## src/rtl/phx_pkg.sv

```systemverilog
// Shared constants and codes for the Philox4x32 counter generator.
`default_nettype none
package phx_pkg;

  localparam int unsigned PHX_ROUNDS_DEF = 10;

  localparam int unsigned WORD_W  = 32;
  localparam int unsigned CTR_W   = 128;
  localparam int unsigned SKIP_W  = 64;
  localparam int unsigned MODE_W  = 2;
  localparam int unsigned OUT_W   = 128;
  localparam int unsigned CFG_IDX_W  = 8;
  localparam int unsigned CFG_DATA_W = 64;

  localparam logic [WORD_W-1:0] PHX_MUL_A  = 32'hD2511F53;
  localparam logic [WORD_W-1:0] PHX_MUL_B  = 32'hCD9E8D57;
  localparam logic [WORD_W-1:0] PHX_WEYL_A = 32'h9E3779B9;
  localparam logic [WORD_W-1:0] PHX_WEYL_B = 32'hBB67AE85;

  typedef enum logic [MODE_W-1:0] {
    MODE_GEN    = 2'd0,
    MODE_SKIP   = 2'd1,
    MODE_RELOAD = 2'd2,
    MODE_NOP    = 2'd3
  } mode_e;

  typedef enum logic [CFG_IDX_W-1:0] {
    REG_KEY0     = 8'd0,
    REG_KEY1     = 8'd1,
    REG_START_LO = 8'd2,
    REG_START_HI = 8'd3
  } cfg_reg_e;

endpackage
`default_nettype wire

```

## src/rtl/philox_counter_rng_top.sv

```systemverilog
// Philox4x32 counter generator: one shared round unit under a round counter.
//
// Requests arrive on the s_axis channel: tuser carries the mode, tdata the
// skip count. A generate request copies the 128-bit block counter and the key
// into the round unit, which runs ROUNDS rounds (two 32x32 multipliers); the
// finish state then hands the block to the output register and bumps the counter.
// No new request is taken until a generate request's block has left the
// finish state; the result then shows on m_axis from the output register.
// Skip, reload and unused modes finish in the idle state and give no result.
// Results leave on m_axis as a 128-bit tdata held in an output register, so
// a new request is taken while the previous result still waits. If the
// receiver stalls and the register is still full when the next block
// finishes, the block waits in the round unit until the register frees.
// Configuration writes (key words, start counter) are taken every cycle on
// the cfg channel and must come only while the block is idle.
// Reset clears the counter, key, start counter, round unit and the output
// valid flag, and returns the sequencer to idle.
`default_nettype none
module philox_counter_rng_top #(
  parameter int unsigned ROUNDS = phx_pkg::PHX_ROUNDS_DEF
) (
  input  wire logic                           clk_i,
  input  wire logic                           rst_ni,
  input  wire logic                           cfg_valid_i,
  output logic                                cfg_ready_o,
  input  wire logic [phx_pkg::CFG_IDX_W-1:0]  cfg_index_i,
  input  wire logic [phx_pkg::CFG_DATA_W-1:0] cfg_data_i,
  input  wire logic                           s_axis_tvalid,
  output logic                                s_axis_tready,
  input  wire logic [phx_pkg::SKIP_W-1:0]     s_axis_tdata,   // [63:0] skip_count
  input  wire logic [phx_pkg::MODE_W-1:0]     s_axis_tuser,   // [1:0] mode
  output logic                                m_axis_tvalid,
  input  wire logic                           m_axis_tready,
  output logic [phx_pkg::OUT_W-1:0]           m_axis_tdata    // [63:0] word_low, [127:64] word_high
);
  import phx_pkg::*;

  localparam int unsigned RND_W = (ROUNDS > 1) ? $clog2(ROUNDS) : 1;

  typedef enum logic [1:0] {
    ST_IDLE,
    ST_RUN,
    ST_FIN
  } state_e;

  state_e              state_q;
  logic [RND_W-1:0]    rnd_q;
  logic [WORD_W-1:0]   w_q [4];
  logic [WORD_W-1:0]   ka_q, kb_q;
  logic [WORD_W-1:0]   key0_q, key1_q;
  logic [CTR_W-1:0]    start_q;
  logic [CTR_W-1:0]    ctr_q;
  logic [OUT_W-1:0]    out_q;
  logic                out_valid_q;

  logic [2*WORD_W-1:0] pa, pb;
  logic [WORD_W-1:0]   n0, n1, n2, n3;
  logic [SKIP_W-1:0]   add_amt;
  logic [SKIP_W:0]     sum_lo;
  logic [CTR_W-1:0]    ctr_sum;
  logic                in_acc, out_free, last_rnd;

  assign cfg_ready_o   = 1'b1;
  assign s_axis_tready = (state_q == ST_IDLE);
  assign m_axis_tvalid = out_valid_q;
  assign m_axis_tdata  = out_q;

  assign in_acc   = s_axis_tvalid && s_axis_tready;
  assign out_free = !out_valid_q || m_axis_tready;
  assign last_rnd = (rnd_q == RND_W'(ROUNDS - 1));

  // Round unit
  assign pa = 64'(w_q[0]) * 64'(PHX_MUL_A);
  assign pb = 64'(w_q[2]) * 64'(PHX_MUL_B);
  assign n0 = pb[2*WORD_W-1:WORD_W] ^ w_q[1] ^ ka_q;
  assign n1 = pb[WORD_W-1:0];
  assign n2 = pa[2*WORD_W-1:WORD_W] ^ w_q[3] ^ kb_q;
  assign n3 = pa[WORD_W-1:0];

  // Shared counter adder: skip count, or one after a block
  assign add_amt = (state_q == ST_FIN) ? SKIP_W'(1) : s_axis_tdata;
  assign sum_lo  = {1'b0, ctr_q[SKIP_W-1:0]} + {1'b0, add_amt};
  assign ctr_sum = {ctr_q[CTR_W-1:SKIP_W] + (CTR_W-SKIP_W)'(sum_lo[SKIP_W]),
                    sum_lo[SKIP_W-1:0]};

  always_ff @(posedge clk_i or negedge rst_ni) begin
    if (!rst_ni) begin
      state_q     <= ST_IDLE;
      rnd_q       <= '0;
      w_q         <= '{default: '0};
      ka_q        <= '0;
      kb_q        <= '0;
      key0_q      <= '0;
      key1_q      <= '0;
      start_q     <= '0;
      ctr_q       <= '0;
      out_q       <= '0;
      out_valid_q <= 1'b0;
    end else begin
      if (cfg_valid_i && cfg_ready_o) begin
        case (cfg_index_i)
          REG_KEY0:     key0_q <= cfg_data_i[WORD_W-1:0];
          REG_KEY1:     key1_q <= cfg_data_i[WORD_W-1:0];
          REG_START_LO: start_q[SKIP_W-1:0] <= cfg_data_i;
          REG_START_HI: start_q[CTR_W-1:SKIP_W] <= cfg_data_i;
          default: ;
        endcase
      end

      if (out_valid_q && m_axis_tready && (state_q != ST_FIN)) begin
        out_valid_q <= 1'b0;
      end

      case (state_q)
        ST_IDLE: begin
          if (in_acc) begin
            case (s_axis_tuser)
              MODE_GEN: begin
                w_q[0]  <= ctr_q[31:0];
                w_q[1]  <= ctr_q[63:32];
                w_q[2]  <= ctr_q[95:64];
                w_q[3]  <= ctr_q[127:96];
                ka_q    <= key0_q;
                kb_q    <= key1_q;
                rnd_q   <= '0;
                state_q <= ST_RUN;
              end
              MODE_SKIP:   ctr_q <= ctr_sum;
              MODE_RELOAD: ctr_q <= start_q;
              default: ;
            endcase
          end
        end
        ST_RUN: begin
          w_q[0] <= n0;
          w_q[1] <= n1;
          w_q[2] <= n2;
          w_q[3] <= n3;
          ka_q   <= ka_q + PHX_WEYL_A;
          kb_q   <= kb_q + PHX_WEYL_B;
          rnd_q  <= rnd_q + RND_W'(1);
          if (last_rnd) begin
            state_q <= ST_FIN;
          end
        end
        ST_FIN: begin
          if (out_free) begin
            out_q       <= {w_q[3], w_q[2], w_q[1], w_q[0]};
            out_valid_q <= 1'b1;
            ctr_q       <= ctr_sum;
            state_q     <= ST_IDLE;
          end
        end
        default: state_q <= ST_IDLE;
      endcase
    end
  end

endmodule
`default_nettype wire

```

## config.mk

```make
export PLATFORM = sky130hd
export DESIGN_NAME = philox_counter_rng_top
export DESIGN_NICKNAME = d
export VERILOG_FILES = /design/src/rtl/phx_pkg.sv /design/src/rtl/philox_counter_rng_top.sv
export SDC_FILE = /design/constraint.sdc
export NUM_CORES = 2
export LEC_CHECK = 0
export ABC_AREA = 1
export BUFFER_PORTS_ARGS = -buffer_cell sky130_fd_sc_hd__buf_2
export CORE_MARGIN = 3
export CORE_UTILIZATION = 30
export DETAILED_ROUTE_END_ITERATION = 12
export MAX_ROUTING_LAYER = met4
export SETUP_SLACK_MARGIN = 0.3
export SYNTH_ARGS = -nofsm -noshare
export SYNTH_HDL_FRONTEND = slang
export SYNTH_SLANG_ARGS = --single-unit
```

## constraint.sdc

```tcl
create_clock -name clk_i -period 8.7 [get_ports clk_i]
set_input_delay 2.61 -clock clk_i [delete_from_list [all_inputs] [get_ports clk_i]]
set_output_delay 2.61 -clock clk_i [all_outputs]
set_load 0.02 [all_outputs]
```

-- Word level (Yosys, flattened, before mapping)
Cells that the tools add are included.
- bits in registers: 647
- output and inout bits: 131
- add/sub/neg operators: 5
- multipliers: 2
- eq/ne operators: 14
- mux-type cells: 25
- bitwise gates (word level): 4
- reduce and logical (&&, ||, !) cells: 18
- operators with widths (kind ; count):
    $pmux W128 S2 ; 3
    $mux W128 ; 4
    $mul A32 B32 Y64 const B ; 2
    $mux W32 ; 4
    $pmux W32 S2 ; 2
    $xor A32 B32 Y32 ; 4
    $add A64 B64 Y65 ; 1
    $add A32 B32 Y32 const B ; 2
    $add A64 B1 Y64 ; 1
    $mux W64 ; 1
    $eq A8 B2 Y1 const B ; 2
    $reduce_and A2 Y1 ; 5
    $eq A8 B1 Y1 const B ; 1
    $logic_not A8 Y1 ; 1
    $mux W2 ; 4
    $mux W4 ; 2
    $pmux W4 S2 ; 1
    $reduce_and A4 Y1 ; 2
    $ne A2 B2 Y1 const B ; 3
    $pmux W2 S3 ; 1
    $add A4 B1 Y4 const B ; 1
    $eq A2 B1 Y1 const B ; 2
    $eq A2 B2 Y1 const B ; 2
    $eq A4 B4 Y1 const B ; 1
    9 further kinds ; 16

-- Depth between registers and ports, before layout
- depth after elaboration: 7
- mapped depth: 32

-- Worst setup path after synthesis
OpenSTA, ideal clock, no wires.
- path type: register -> register
- start: reg w_q[121] (netlist bit)
- end: reg w_q[54] (netlist bit)
- arrival time: 5.950 ns
- required time: 8.582 ns
- setup slack: 2.632 ns
- stages on the path, launching flop included: 25
- path buffers: 0
- clock period less this slack: 6.068 ns
- cells stage by stage: dfrtp_1 -> fa_1 -> fa_1 -> fa_1 -> inv_1 -> fa_1 -> fa_1 -> inv_1 -> fa_1 -> fa_1 -> inv_1 -> fa_1 -> inv_1 -> ha_1 -> nand2_1 -> nor2_1 -> inv_1 -> nor3_1 -> nand2_1 -> nor2_1 -> nand2_1 -> nand2_1 -> nand2_1 -> nand3_1 -> nand2_1
- cells in the longest elaborated chain, start to end: 4
- RTL lines (element ; line ; text):
    from (decl) ; philox_counter_rng_top.sv:48 ; logic [WORD_W-1:0] w_q [4];
    $mul A32 B32 Y64 ; philox_counter_rng_top.sv:73 ; assign pa = 64'(w_q[0]) * 64'(PHX_MUL_A);
    $xor A32 B32 Y32 (2 in a row) ; philox_counter_rng_top.sv:77 ; assign n2 = pa[2*WORD_W-1:WORD_W] ^ w_q[3] ^ kb_q;
    $pmux W128 S2 ; philox_counter_rng_top.sv:114 ; case (state_q)
No other way between the ends.
A chain may end at the register's enable or synchronous reset.

-- Worst setup path after layout
- start: reg w_q[107] (netlist bit)
- end: reg w_q[26] (netlist bit)
- cells in the longest elaborated chain, start to end: 2
- RTL lines (element ; line):
    $mul A32 B32 Y64 ; philox_counter_rng_top.sv:73
    $pmux W128 S2 ; philox_counter_rng_top.sv:114
No other way between the ends.

==> implementation parameters <==
Parameter                              Value

Run status
  Run status ... completed

Worst setup path
  Worst path required time ... between 9 and 10 ns
  Cell depth of the worst flop-to-flop path ... 20
  Worst-case register-to-register setup slack ... between 0.8 and 0.9 ns
  Reg2Reg Capture Point ... w_q[26]
  Startpoint class of the critical path ... flop
  Sort of element at the end of the critical path ... flop
  Critical path fanouts, max ... 6
  Startpoint of the worst-slack reg-to-reg timing path ... w_q[107]
  CP Data Arrival Time ... 8.45 ns
  Crit Path Category ... flop to flop

Synthesis
  Register area share after synthesis ... 0.2080
  Post-synthesis instance area ... 0.07785 mm^2
  Post-synth top area cell ... fa_1
  Number of standard cells after synthesis ... 9949
  Proportion of register bits with asynchronous set or reset after synthesis ... 1.000
  Syn_area_per_cell ... 7.825 um^2
  Count of state elements after synthesis ... 647
  Distinct cell type count of the synthesized netlist ... 56
  Proportion of netlist area held by the largest area contributor ... 0.2173
  Net count after synthesis ... 11870
  Ys flop type ... dfrtp_1
  Number of enable-type register cells in the synthesized netlist ... 0
  Biggest area contributors in the synthesized netlist ... fa_1 22%, dfrtp_1 21%, ha_1 15%
  Ys Warns ... 0

Clock network
  Worst-Skew Late Latency ... 0.72 ns
  Clock transition at the registers of the reported paths ... 0.07 ns
  Clock tree from TritonCTS ... built
  Count of clock tree sinks ... 647
  Number of cells upsized or downsized after cts ... 0
  Number of CTS-inserted buffers ... 76
  Root Buffer ... clkbuf_16
  Total of hold buffers inserted after clock tree synthesis ... 0
  Depth of the CTS H-tree ... 3
  Buffer depth of the longest clock path ... 3
  Post-CTS setup buffer count ... 0

STA
  Final-layout setup total negative slack ... 0 ns
  Crit path time final ... roughly 8 ns
  Final Slew Violations ... 0
  Final critical-path share of the clock period ... 0.9051
  Setup violators final ... 0
  Worst-case headroom to the max-slew limit ... 0.1927
  F_max ... 127.0 MHz
  Unrepaired setup endpoints after global routing ... false
  Smallest hold slack ... 0.4755 ns
  Worst clock skew on the final layout ... 0.04345 ns
  Final hold viol count ... 0
  Worst Max-Slew Pin Slew ... 1.198 ns

Route
  Detailed Route Iter0 Violations ... 6688
  Pre-Repair DR Iteration Count ... 9
  DR vias/cell ... 4.972
  Routed wire length ... 324.6 mm
  DR vias ... 67940
  DRC errors left ... 0
  Average wire length per cell after detail routing ... ~24 um
  Count of antenna-violating nets left after detailed routing ... 0

Finish
  Commonest cells after routing, fill and taps aside ... 2273 x nand2_1, 2254 x inv_1, 928 x ha_1
  Most common cell after layout, fill and taps aside ... nand2_1
  Number of nets in the final layout ... 12130
  Fraction of final layout cells sized beyond drive strength 1 ... 0.06181
  Fin util ... 0.3344
  Syn-to-layout area delta ... 10.56%

GRT
  First-pass GRT wire length ... 468.4 mm
  Pin count of the biggest net entering global routing ... 139
  Total global routing track utilization ... 0.2497
  Number of antenna violations at the first check in global routing ... 9
  Via count of the first global-routing pass ... 67120
  Overflow left after global routing ... 0

Floorplanning
  Boundary pin count ... 274
  Core Footprint ... 0.2574 mm^2
  Width of the chip ... just over 500 um
  Die area ... ~0.27 mm^2
  Effective utilization at floorplan ... 0.3025
  Vert. Die Dim ... roughly 500 um
  Number of placement rows ... 186

Flow run
  Number of max-capacitance violations reported ... 0

Placement
  Number of buffers added on ports ... between 200 and 300
  Final weighted congestion in routability-driven placement ... 1.084
  Detailed placement HPWL ... 275.9 mm

Hold path
  Worst Hold Depth ... 2
  Worst Hold Class ... flop to flop
  Endpoint with the worst hold slack ... m_axis_tdata[6]
  Origin of the worst min-delay path ... m_axis_tdata[6]
==> area by class of cell <==
class,count,area (um^2)
diodes,8,20.02
clock buffers,102,2201
clock inverters,35,399.1
inverters,2260,8493
flip-flops and latches,647,16190
fillers,27540,171300
multi-input cells,6842,52230
well taps,3384,4234
repair buffers,388,2305
==> worst max path at each step <==
stage / from / endpoint / slack, ns
2_1_floorplan: w_q[121] / w_q[54] / 2.63
3_3_place_gp: w_q[35] / w_q[116] / 0.64
3_5_place_dp: w_q[35] / w_q[112] / 0.75
4_1_cts: w_q[35] / w_q[112] / 0.69
5_1_grt: w_q[107] / w_q[26] / 0.68
6_report: w_q[107] / w_q[26] / 0.83
==> state kept, by name (all words and copies together), names as in the netlist <==
register and cells:
m_axis_tdata 128, w_q 128, rnd_q 4, ka_q 32, start_q 128, kb_q 32
ctr_q 128, key1_q 32, key0_q 32, state_q 2, m_axis_tvalid 1
==> per-stage QoR <==
step | std cells | instance area, um^2 | worst slack, ns
detailed placement | 13520 | 83430 | 0.7535
floorplan | 9949 | 77850 | 2.632
finish | 13670 | 86070 | 0.8253
global route | 13660 | 86060 | 0.6771
global placement | 13520 | 83430 | 0.6396
CTS | 13660 | 86030 | 0.6905
==> cells in the mapped netlist (43+ instances only) <==
| cell type | count |
|---|---|
| nand2_1 | 2276 |
| xor2_1 | 149 |
| o22ai_1 | 84 |
| o211ai_1 | 84 |
| buf_2 | 43 |
| inv_1 | 2255 |
| a21oi_1 | 335 |
| nor2_1 | 652 |
| nand3_1 | 477 |
| nand4_1 | 76 |
| dfrtp_1 | 647 |
| o21ai_1 | 100 |
| nor3_1 | 72 |
| xnor2_1 | 46 |
| ha_1 | 928 |
| fa_1 | 845 |
| o21ai_0 | 463 |
| clkbuf_1 | 111 |
==> routing by layer <==
layer | GRT usage | vias up | share of wire
met4 | 0.1394 | 0 | 0.069
met3 | 0.03644 | 582 | 0.074
met1 | 0.3183 | 33140 | 0.41
met5 | - | - | 0
met2 | 0.3803 | 2771 | 0.44
li1 | - | 31450 | -
==> kinds of logic (layout without fill, tap and decap cells) <==
logic type | Yosys count | in the layout | synth area share
xor gates and xnor gates | 195 | 195 | 0.02194
DFF | 647 | 647 | 0.2080
adders and majority gates | 1773 | 1773 | 0.3664
buffers and inverters | 2460 | 2785 | 0.1219
other | 1 | 9 | 0.00004817
and+or+nand+nor | 3633 | 3633 | 0.1899
AOI/OAI and AO/OA | 1213 | 1213 | 0.08786
muxes | 27 | 27 | 0.003905
==> worst max-delay path, cell delays in order, from the launching register on <==
cell      delay, ns
dfrtp_1        0.72
fa_1           0.55
fa_1           0.44
fa_1           0.49
inv_1          0.05
fa_1           0.48
inv_1          0.06
fa_1           0.49
inv_1          0.05
fa_1           0.53
inv_1          0.05
fa_1           0.50
fa_1           0.46
ha_1           0.42
a21oi_1        0.30
o21ai_0        0.16
a21oi_1        0.29
nand3_1        0.32
o21ai_0        1.02
buf_4          0.25
o211ai_1       0.08
Power is not shown: default switching activity piles up to over one toggle a cycle in this logic, so the estimate is an artifact.
